[src/hdl/mwem_pkg.sv]
// shared types and constants for the microwire eeprom master
`timescale 1ns / 1ps

package mwem_pkg;

    localparam int DATA_W = 16;
    localparam int WADDR_W = 8;

    // command opcodes, start bit included
    localparam logic [2:0] OP_READ  = 3'b110;
    localparam logic [2:0] OP_WRITE = 3'b101;
    // enable / disable words, aligned so the low four bits are address bits
    localparam logic [7:0] OP_EWEN = 8'h4f;
    localparam logic [7:0] OP_EWDS = 8'h40;

    localparam logic [3:0]  ADDR_BITS_RST  = 4'd6;
    localparam logic [3:0]  ADDR_BITS_MIN  = 4'd6;
    localparam logic [7:0]  HALF_TICKS_RST = 8'd1;
    localparam logic [15:0] POLL_LIMIT_RST = 16'd10000;

    localparam logic [1:0] CFG_ADDRESS_BITS    = 2'd0;
    localparam logic [1:0] CFG_HALF_BIT_TICKS  = 2'd1;
    localparam logic [1:0] CFG_BUSY_POLL_LIMIT = 2'd2;

    typedef enum logic [2:0] {
        SEQ_IDLE      = 3'd0,
        SEQ_READ      = 3'd1,
        SEQ_POLL_PRE  = 3'd2,
        SEQ_EWEN      = 3'd3,
        SEQ_WRITE     = 3'd4,
        SEQ_POLL_POST = 3'd5,
        SEQ_EWDS      = 3'd6,
        SEQ_POLL_LAST = 3'd7
    } t_step;

    typedef enum logic [1:0] {
        PH_SETUP    = 2'd0,
        PH_LOW      = 2'd1,
        PH_HIGH     = 2'd2,
        PH_DESELECT = 2'd3
    } t_phase;

    typedef struct packed {
        logic [3:0]  address_bits;
        logic [7:0]  half_bit_ticks;
        logic [15:0] busy_poll_limit;
    } t_cfg;

    typedef struct packed {
        logic              chip_select;
        logic              shift_clock;
        logic              eeprom_din;
        logic              idle;
        logic              done_res;
        logic [DATA_W-1:0] read_data;
        logic [DATA_W-1:0] write_poll_ticks;
        logic              timed_out;
    } t_result;

endpackage

[src/hdl/microwire_eeprom_master_top.sv]
// top level of the microwire serial eeprom master
// Each input word is one timing tick of the eeprom pin sequence and yields exactly one
// output word with the pin levels and status for that tick. One word is taken every clock
// while o_in_stall is low; each word passes through an input register, one pass of the
// sequencer logic and an output register. While a result waits in the output register the
// input register takes one more word and then stalls. A read costs 2 + 2*(address_bits + 20)
// phases, each phase half_bit_ticks ticks; a busy poll costs one tick per data-out sample up
// to busy_poll_limit.
// Configuration writes are taken at any time and should be issued while the block is idle.
`timescale 1ns / 1ps

module microwire_eeprom_master_top #(
    parameter int MAX_ADDRESS_BITS = 8
) (
    input  logic                          i_clk,
    input  logic                          i_rst_n,
    input  logic                          i_in_valid,
    output logic                          o_in_stall,
    input  logic                          i_start_req,
    input  logic                          i_mode,
    input  logic [mwem_pkg::WADDR_W-1:0]  i_word_address,
    input  logic [mwem_pkg::DATA_W-1:0]   i_write_data,
    input  logic                          i_eeprom_dout,
    output logic                          o_out_valid,
    input  logic                          i_out_stall,
    output logic                          o_chip_select,
    output logic                          o_shift_clock,
    output logic                          o_eeprom_din,
    output logic                          o_idle,
    output logic                          o_done_res,
    output logic [mwem_pkg::DATA_W-1:0]   o_read_data,
    output logic [mwem_pkg::DATA_W-1:0]   o_write_poll_ticks,
    output logic                          o_timed_out,
    input  logic                          i_cfg_valid,
    output logic                          o_cfg_ready,
    input  logic [1:0]                    i_cfg_index,
    input  logic [15:0]                   i_cfg_data
);
    import mwem_pkg::*;

    t_cfg               r_cfg;
    logic               r_in_valid;
    logic               r_start_req;
    logic               r_mode;
    logic [WADDR_W-1:0] r_word_address;
    logic [DATA_W-1:0]  r_write_data;
    logic               r_eeprom_dout;
    logic               r_out_valid;
    t_result            r_out;
    t_result            w_res;
    logic               w_adv;
    logic               w_in_take;

    assign o_cfg_ready = 1'b1;

    always_ff @(posedge i_clk) begin
        if (!i_rst_n) begin
            r_cfg.address_bits    <= ADDR_BITS_RST;
            r_cfg.half_bit_ticks  <= HALF_TICKS_RST;
            r_cfg.busy_poll_limit <= POLL_LIMIT_RST;
        end else if (i_cfg_valid) begin
            case (i_cfg_index)
                CFG_ADDRESS_BITS:    r_cfg.address_bits    <= i_cfg_data[3:0];
                CFG_HALF_BIT_TICKS:  r_cfg.half_bit_ticks  <= i_cfg_data[7:0];
                CFG_BUSY_POLL_LIMIT: r_cfg.busy_poll_limit <= i_cfg_data;
                default: ;
            endcase
        end
    end

    // advance when a word sits in the input register and the output register frees up
    assign w_adv      = r_in_valid && (!r_out_valid || !i_out_stall);
    assign o_in_stall = r_in_valid && !w_adv;
    assign w_in_take  = i_in_valid && !o_in_stall;

    always_ff @(posedge i_clk) begin
        if (!i_rst_n) begin
            r_in_valid <= 1'b0;
        end else if (w_in_take) begin
            r_in_valid <= 1'b1;
        end else if (w_adv) begin
            r_in_valid <= 1'b0;
        end
    end

    always_ff @(posedge i_clk) begin
        if (w_in_take) begin
            r_start_req    <= i_start_req;
            r_mode         <= i_mode;
            r_word_address <= i_word_address;
            r_write_data   <= i_write_data;
            r_eeprom_dout  <= i_eeprom_dout;
        end
    end

    mwem_seq #(
        .MAX_ADDRESS_BITS(MAX_ADDRESS_BITS)
    ) u_seq (
        .i_clk          (i_clk),
        .i_rst_n        (i_rst_n),
        .i_adv          (w_adv),
        .i_cfg          (r_cfg),
        .i_start_req    (r_start_req),
        .i_mode         (r_mode),
        .i_word_address (r_word_address),
        .i_write_data   (r_write_data),
        .i_eeprom_dout  (r_eeprom_dout),
        .o_res          (w_res)
    );

    always_ff @(posedge i_clk) begin
        if (!i_rst_n) begin
            r_out_valid <= 1'b0;
        end else if (w_adv) begin
            r_out_valid <= 1'b1;
        end else if (!i_out_stall) begin
            r_out_valid <= 1'b0;
        end
    end

    always_ff @(posedge i_clk) begin
        if (w_adv) begin
            r_out <= w_res;
        end
    end

    assign o_out_valid        = r_out_valid;
    assign o_chip_select      = r_out.chip_select;
    assign o_shift_clock      = r_out.shift_clock;
    assign o_eeprom_din       = r_out.eeprom_din;
    assign o_idle             = r_out.idle;
    assign o_done_res         = r_out.done_res;
    assign o_read_data        = r_out.read_data;
    assign o_write_poll_ticks = r_out.write_poll_ticks;
    assign o_timed_out        = r_out.timed_out;

endmodule

[src/hdl/mwem_seq.sv]
// command sequencer: advances the serial pin sequence by one tick per word
`timescale 1ns / 1ps

module mwem_seq #(
    parameter int MAX_ADDRESS_BITS = 8
) (
    input  logic                          i_clk,
    input  logic                          i_rst_n,
    input  logic                          i_adv,
    input  mwem_pkg::t_cfg                i_cfg,
    input  logic                          i_start_req,
    input  logic                          i_mode,
    input  logic [mwem_pkg::WADDR_W-1:0]  i_word_address,
    input  logic [mwem_pkg::DATA_W-1:0]   i_write_data,
    input  logic                          i_eeprom_dout,
    output mwem_pkg::t_result             o_res
);
    import mwem_pkg::*;

    localparam int SHIFT_W = MAX_ADDRESS_BITS + 20;
    localparam int BL_W    = $clog2(SHIFT_W + 1);
    localparam int IDX_W   = $clog2(SHIFT_W);
    localparam logic [3:0] MAX_AB = 4'(MAX_ADDRESS_BITS);

    t_step               r_step, c_step, n_step;
    t_phase              r_phase, c_phase, p_phase, n_phase;
    logic [7:0]          r_ticks, c_ticks, p_ticks, n_ticks;
    logic [BL_W-1:0]     r_bits, c_bits, p_bits, n_bits;
    logic [SHIFT_W-1:0]  r_shift, c_shift, n_shift;
    logic [DATA_W-1:0]   r_in_shift, c_in_shift, p_in_shift;
    logic [DATA_W-1:0]   r_poll, c_poll, p_poll, n_poll;
    logic [DATA_W-1:0]   r_data, c_data;
    logic [WADDR_W-1:0]  r_addr, c_addr;
    logic [DATA_W-1:0]   r_read_word, n_read_word;
    logic [DATA_W-1:0]   r_result, c_result, n_result;
    logic                r_timeout, c_timeout, p_timeout;

    logic                w_start, w_finish, w_reload, w_is_poll, w_bit;
    logic [3:0]          w_ab;
    logic [7:0]          w_ht, w_tick_inc;
    logic [DATA_W-1:0]   w_lim, w_poll_inc;
    logic [BL_W-1:0]     w_bits_dec;
    t_step               w_start_step;

    function automatic logic [SHIFT_W-1:0] f_load_shift(
        input t_step               step,
        input logic [3:0]          ab,
        input logic [WADDR_W-1:0]  addr,
        input logic [DATA_W-1:0]   data
    );
        logic [SHIFT_W-1:0] ad;
        ad = SHIFT_W'(addr) & ~({SHIFT_W{1'b1}} << ab);
        case (step)
            SEQ_READ:  f_load_shift = ((SHIFT_W'(OP_READ) << ab) | ad) << 16;
            SEQ_WRITE: f_load_shift = (((SHIFT_W'(OP_WRITE) << ab) | ad) << 16)
                                      | SHIFT_W'(data);
            SEQ_EWEN:  f_load_shift = SHIFT_W'(OP_EWEN) << (ab - 4'd4);
            SEQ_EWDS:  f_load_shift = SHIFT_W'(OP_EWDS) << (ab - 4'd4);
            default:   f_load_shift = '0;
        endcase
    endfunction

    function automatic logic [BL_W-1:0] f_load_bits(
        input t_step      step,
        input logic [3:0] ab
    );
        case (step)
            SEQ_READ, SEQ_WRITE: f_load_bits = BL_W'(ab) + BL_W'(20);
            SEQ_EWEN, SEQ_EWDS:  f_load_bits = BL_W'(ab) + BL_W'(4);
            default:             f_load_bits = '0;
        endcase
    endfunction

    // effective settings
    always_comb begin
        if (i_cfg.address_bits < ADDR_BITS_MIN) begin
            w_ab = ADDR_BITS_MIN;
        end else if (i_cfg.address_bits > MAX_AB) begin
            w_ab = MAX_AB;
        end else begin
            w_ab = i_cfg.address_bits;
        end
        w_ht  = (i_cfg.half_bit_ticks == '0) ? 8'd1 : i_cfg.half_bit_ticks;
        w_lim = (i_cfg.busy_poll_limit == '0) ? 16'd1 : i_cfg.busy_poll_limit;
    end

    // state as seen after a start on this tick
    assign w_start      = (r_step == SEQ_IDLE) && i_start_req;
    assign w_start_step = i_mode ? SEQ_POLL_PRE : SEQ_READ;

    always_comb begin
        c_addr     = w_start ? i_word_address : r_addr;
        c_data     = w_start ? i_write_data : r_data;
        c_step     = w_start ? w_start_step : r_step;
        c_phase    = w_start ? PH_SETUP : r_phase;
        c_ticks    = w_start ? 8'd0 : r_ticks;
        c_poll     = w_start ? '0 : r_poll;
        c_bits     = w_start ? f_load_bits(w_start_step, w_ab) : r_bits;
        c_shift    = w_start ? f_load_shift(w_start_step, w_ab, i_word_address,
                                            i_write_data) : r_shift;
        c_in_shift = w_start ? '0 : r_in_shift;
        c_timeout  = w_start ? 1'b0 : r_timeout;
        c_result   = (w_start && i_mode) ? '0 : r_result;
    end

    assign w_is_poll = (c_step == SEQ_POLL_PRE) || (c_step == SEQ_POLL_POST)
                    || (c_step == SEQ_POLL_LAST);
    assign w_bit = (c_bits != '0) ? c_shift[IDX_W'(c_bits - BL_W'(1))] : 1'b0;
    assign w_tick_inc = c_ticks + 8'd1;
    assign w_poll_inc = c_poll + 16'd1;
    assign w_bits_dec = (c_bits != '0) ? c_bits - BL_W'(1) : '0;

    // one tick of the current step
    always_comb begin
        p_phase    = c_phase;
        p_ticks    = c_ticks;
        p_bits     = c_bits;
        p_in_shift = c_in_shift;
        p_poll     = c_poll;
        p_timeout  = c_timeout;
        w_finish   = 1'b0;
        if (w_is_poll) begin
            if (i_eeprom_dout) begin
                w_finish = 1'b1;
            end else if (w_poll_inc >= w_lim) begin
                p_poll    = w_lim;
                p_timeout = 1'b1;
                w_finish  = 1'b1;
            end else begin
                p_poll = w_poll_inc;
            end
        end else if (c_step != SEQ_IDLE) begin
            if (w_tick_inc >= w_ht) begin
                p_ticks = 8'd0;
                case (c_phase)
                    PH_SETUP: begin
                        p_phase = (c_bits != '0) ? PH_LOW : PH_DESELECT;
                    end
                    PH_LOW: begin
                        p_phase = PH_HIGH;
                    end
                    PH_HIGH: begin
                        p_in_shift = {c_in_shift[DATA_W-2:0], i_eeprom_dout};
                        p_bits     = w_bits_dec;
                        p_phase    = (w_bits_dec != '0) ? PH_LOW : PH_DESELECT;
                    end
                    default: begin
                        w_finish = 1'b1;
                    end
                endcase
            end else begin
                p_ticks = w_tick_inc;
            end
        end
    end

    // next state
    always_comb begin
        n_step = c_step;
        if (w_finish) begin
            case (c_step)
                SEQ_POLL_PRE:  n_step = SEQ_EWEN;
                SEQ_EWEN:      n_step = SEQ_WRITE;
                SEQ_WRITE:     n_step = SEQ_POLL_POST;
                SEQ_POLL_POST: n_step = SEQ_EWDS;
                SEQ_EWDS:      n_step = SEQ_POLL_LAST;
                default:       n_step = SEQ_IDLE;
            endcase
        end
    end

    // a finished step loads the next one
    assign w_reload = w_finish && (n_step != SEQ_IDLE);

    always_comb begin
        n_phase = w_reload ? PH_SETUP : p_phase;
        n_ticks = w_reload ? 8'd0 : p_ticks;
        n_poll  = w_reload ? '0 : p_poll;
        n_bits  = w_reload ? f_load_bits(n_step, w_ab) : p_bits;
        n_shift = w_reload ? f_load_shift(n_step, w_ab, c_addr, c_data) : c_shift;
        n_read_word = (w_finish && (c_step == SEQ_READ)) ? c_in_shift : r_read_word;
        n_result    = (w_finish && (c_step == SEQ_POLL_POST)) ? p_poll : c_result;
    end

    // pin levels and status for this tick
    always_comb begin
        o_res.chip_select = 1'b0;
        o_res.shift_clock = 1'b0;
        o_res.eeprom_din  = 1'b0;
        if (w_is_poll) begin
            o_res.chip_select = 1'b1;
        end else if (c_step != SEQ_IDLE) begin
            case (c_phase)
                PH_SETUP: begin
                    o_res.chip_select = 1'b1;
                    o_res.shift_clock = 1'b1;
                end
                PH_LOW: begin
                    o_res.chip_select = 1'b1;
                    o_res.eeprom_din  = w_bit;
                end
                PH_HIGH: begin
                    o_res.chip_select = 1'b1;
                    o_res.shift_clock = 1'b1;
                    o_res.eeprom_din  = w_bit;
                end
                default: begin
                    o_res.chip_select = 1'b0;
                end
            endcase
        end
        o_res.idle             = (n_step == SEQ_IDLE);
        o_res.done_res         = w_finish && (n_step == SEQ_IDLE);
        o_res.read_data        = n_read_word;
        o_res.write_poll_ticks = n_result;
        o_res.timed_out        = p_timeout;
    end

    always_ff @(posedge i_clk) begin
        if (!i_rst_n) begin
            r_step      <= SEQ_IDLE;
            r_phase     <= PH_SETUP;
            r_ticks     <= '0;
            r_bits      <= '0;
            r_shift     <= '0;
            r_in_shift  <= '0;
            r_poll      <= '0;
            r_data      <= '0;
            r_addr      <= '0;
            r_read_word <= '0;
            r_result    <= '0;
            r_timeout   <= 1'b0;
        end else if (i_adv) begin
            r_step      <= n_step;
            r_phase     <= n_phase;
            r_ticks     <= n_ticks;
            r_bits      <= n_bits;
            r_shift     <= n_shift;
            r_in_shift  <= p_in_shift;
            r_poll      <= n_poll;
            r_data      <= c_data;
            r_addr      <= c_addr;
            r_read_word <= n_read_word;
            r_result    <= n_result;
            r_timeout   <= p_timeout;
        end
    end

endmodule
[config.mk]
export PLATFORM = sky130hd
export DESIGN_NAME = microwire_eeprom_master_top
export DESIGN_NICKNAME = d
export VERILOG_FILES = /design/src/hdl/mwem_pkg.sv /design/src/hdl/microwire_eeprom_master_top.sv /design/src/hdl/mwem_seq.sv
export SDC_FILE = /design/constraint.sdc
export NUM_CORES = 1
export LEC_CHECK = 0
export BUFFER_PORTS_ARGS = -buffer_cell sky130_fd_sc_hd__buf_2
export CAP_MARGIN = 20
export CORE_MARGIN = 2
export CORE_UTILIZATION = 65
export DETAILED_ROUTE_END_ITERATION = 16
export PLACE_DENSITY = 0.85
export SETUP_SLACK_MARGIN = 0.4
export SYNTH_ARGS = -nofsm -noshare
export SYNTH_HDL_FRONTEND = slang
export SYNTH_SLANG_ARGS = --single-unit
[constraint.sdc]
create_clock -name i_clk -period 8.71 [get_ports i_clk]
set_input_delay 0 -clock i_clk [delete_from_list [all_inputs] [get_ports i_clk]]
set_output_delay 0 -clock i_clk [all_outputs]
set_load 0.03 [all_outputs]
==> metrics.txt <==
Hold Violations, Final 0; fin. max-slew vios 0; post-synthesis adder-cell area fraction 4.669%; asr flop ratio synth 0%; fin area 13920 um^2; Die H 140.2 um; Rows 49; Worst Hold Class input port to flip-flop; synthesized area 12060 um^2; Final nets 1598; Net Count, Synth 1508; CP cell instances or4b_4 > buf_4 > and2_1 > ha_1 > and3_1 > nand3_1 > xor2_1 > nor2_1 > ha_1 > nand2_1 > o21ai_0 > a31o_2 > nand2_1 > a21oi_1 > nand2_1 > o311ai_0; Max stage delay on crit path 0.72 ns; largest family of logic cells by synthesized area simple AND/OR/NAND/NOR gates; WP data required 9.14 ns; Sw Pwr around 0.00064 W; final worst path period need between 5 and 6 ns; Synth Area in Compound Gates 18.49%; most common flop cell mapped by yosys dfxtp_1; max-cap viol count 0; via count 11130; # diodes 0; RSZ-0062 raised after global routing no; initial antenna violation count 0; TritonCTS Sinks 230; Cell variety after synth 70; Max Fanout on Critical Path 74; gr usage total about 33%; hpwl dp 20330 um; critical path endpoint category flip-flop; fmax 0.1817 GHz; Top cell by count, worst path nand2_1; Internal 0.001813 W; mean routed wirelength per cell 18.73 um; CTS tree yes; clk slew on worst S/H paths 0.06 ns; final worst clock skew 0.02632 ns; vias in the first global route 10380; #FFs+latches synth 230; first-pass GRT wire length 52560 um; Mean Syn Cell Area 8.535 um^2; Pre-Repair DR Iteration Count 6; Setup Fix Bufs, Post-CTS 0; Crit-path slowest cell dfxtp_1; sequential fraction of design power between 40% and 50%; XOR/XNOR share of the synthesized area 1.888%; cts bufs inserted 24; top cells by area, synth dfxtp_1 27%, edfxtp_1 16%, nand2_1 7.7%, ha_1 4.7%, a21oi_1 4.4%; Top Registers r_cfg x28, u_seq.r_shift x28; status completed; CP delay by family, top simple AND/OR/NAND/NOR gates; Tightest Pin Transition between 1 and 1.5 ns; Tcrit/Tclk final 63.19%; DRC Markers 0; maximum resistive drop on vdd 139.0 uV; Routability Congestion 1.007; worst path arrival time 5.93 ns; sequential share of the synthesized area 43.57%; PwrDens 176.5 nW/um^2; Post-synth EDFFs 65; post-placement cell area 12540 um^2; core area ~18000 um^2; WL final roughly 33000 um; Synth top area share 27.39%; Die ar. a little under 20000 um^2; Initial Utilization 66.68%; Switching Share 26.19%; Slew Limit Headroom slightly below 30%; gr ovfl total 0; clk buf depth 3; # IOs 91; CTS Hold Bufs about 60; Layout area overhead 15.42%; Combinational Power Share between 10% and 20%; simple-gate share of the synthesized area 20.98%; setup_tns 0 ns; worst path bufs/invs 1; largest net degree at the start of global routing 96; share of post-route cells with drive strength above 1 11.57%; most frequent cell after synthesis nand2_1; mux cell area share after synthesis 5.685%; critical path startpoint category flip-flop; Post-CTS Resized 0; endpoints failing setup 0; leading area contributor after synthesis dfxtp_1; most instantiated cells after synthesis 247 x nand2_1, 165 x dfxtp_1, 140 x nor2_1; Leakage 5.302 nW; DRT iter0 DRCs about 1200; crit path kind flip-flop to flip-flop; clock root cell clkbuf_16; cell count after synthesis 1413; Die W 140.2 um; H-tree depth 1; Yosys warnings 0; clock share of power 41.8%; Final Power 0.002457 W; later-pin clock latency in the skew report 0.54 ns; PortBufs 89; routed vias/inst 6.362; post-route ant nets 0
[power groups by stage]
stage          Combinational [W]  Sequential (W)  Clock (W)
5_1_grt                 0.000301         0.00115    0.00107
3_3_place_gp            0.000247         0.00117          0
3_5_place_dp            0.000250         0.00117          0
6_report                0.000280         0.00115    0.00103
4_1_cts                 0.000272         0.00115    0.00103
2_1_floorplan           0.000168         0.00118          0
[worst register-to-register path, stage by stage, from the launching register on]
cell and delay (ns):
dfxtp_1 0.72, or4b_4 0.40, buf_4 0.66, and2_1 0.26, ha_1 0.22, and3_1 0.25
nand3_1 0.12, xor2_1 0.22, nor2_1 0.07, ha_1 0.33, nand2_1 0.05, o21ai_0 0.32
a31o_2 0.31, nand2_1 0.18, a21oi_1 0.62, nand2_1 0.34, o311ai_0 0.36
[routing by layer]
layer / global-route usage [%] / vias up / wire [um]
met1: 46.12 / 5177 / 13880
met2: 51.39 / 621 / 14790
li1: - / 5243 / -
met4: 11.00 / 0 / 949
met3: 5.504 / 93 / 3161
met5: 0 / - / 0
[cell usage in the layout (no fill, tap or decap), drive strengths merged, types with 10 or more instances in the layout]
| cell type | n |
|---|---|
| a21oi | 107 |
| a22oi | 51 |
| a31oi | 11 |
| and3 | 13 |
| and4 | 10 |
| buf | 108 |
| clkbuf | 33 |
| dfxtp | 165 |
| dlygate4sd3 | 59 |
| edfxtp | 65 |
| ha | 45 |
| inv | 40 |
| mux2i | 46 |
| nand2 | 247 |
| nand3 | 51 |
| nand4 | 23 |
| nor2 | 140 |
| nor3 | 23 |
| o21ai | 64 |
| o22ai | 14 |
| xnor2 | 15 |
| xor2 | 11 |
[area by class of cell]
cell class                      instances  area (um^2)
Tap cell                              229        286.5
Fill cell                            1237         4167
Clock inverter                         11        122.6
Inverter                               41        155.1
Sequential cell                       230         5255
Timing Repair Buffer                  167         1179
Clock buffer                           33        654.4
Multi-Input combinational cell       1039         6267
[logic make-up (layout without fill, tap and decap cells)]
| group | count (synthesis) | after routing |
|---|---|---|
| simple gates | 563 | 563 |
| compound gates | 346 | 346 |
| flops | 230 | 230 |
| buf+inv | 144 | 252 |
| mux | 58 | 58 |
| fa+ha+maj | 45 | 45 |
| xor+xnor | 26 | 26 |
| other cells | 1 | 1 |
[path summary, 6_finish.rpt]
path	from	endpoint	slack (ns)	depth (start not counted)
min reg2reg	u_seq.r_data[8]$_SDFFE_PN0P_	u_seq.r_data[8]$_SDFFE_PN0P_	0.46	2
max	u_seq.r_step[0]$_SDFFE_PN0P_	u_seq.r_shift[14]$_SDFFE_PN0P_	3.21	16
max reg2reg	u_seq.r_step[0]$_SDFFE_PN0P_	u_seq.r_shift[14]$_SDFFE_PN0P_	3.21	16
min	i_cfg_valid	r_cfg[11]$_SDFFE_PN0P_	0.14	4
[through the flow]
| step | worst slack (ns) | hold slack [ns] | utilization [%] | std cells |
|---|---|---|---|---|
| 5_1_grt | 2.673 | 0.1744 | 76.96 | 1750 |
| 3_5_place_dp | 3.364 | 0.1781 | 69.36 | 1646 |
| 4_1_cts | 3.341 | 0.1411 | 76.92 | 1749 |
| 2_1_floorplan | 3.514 | 0.09887 | - | 1413 |
| 3_3_place_gp | 3.461 | 0.1760 | 69.36 | 1646 |
| 6_report | 3.206 | 0.1422 | 76.96 | 1750 |
(Power assumes the default switching activity.)
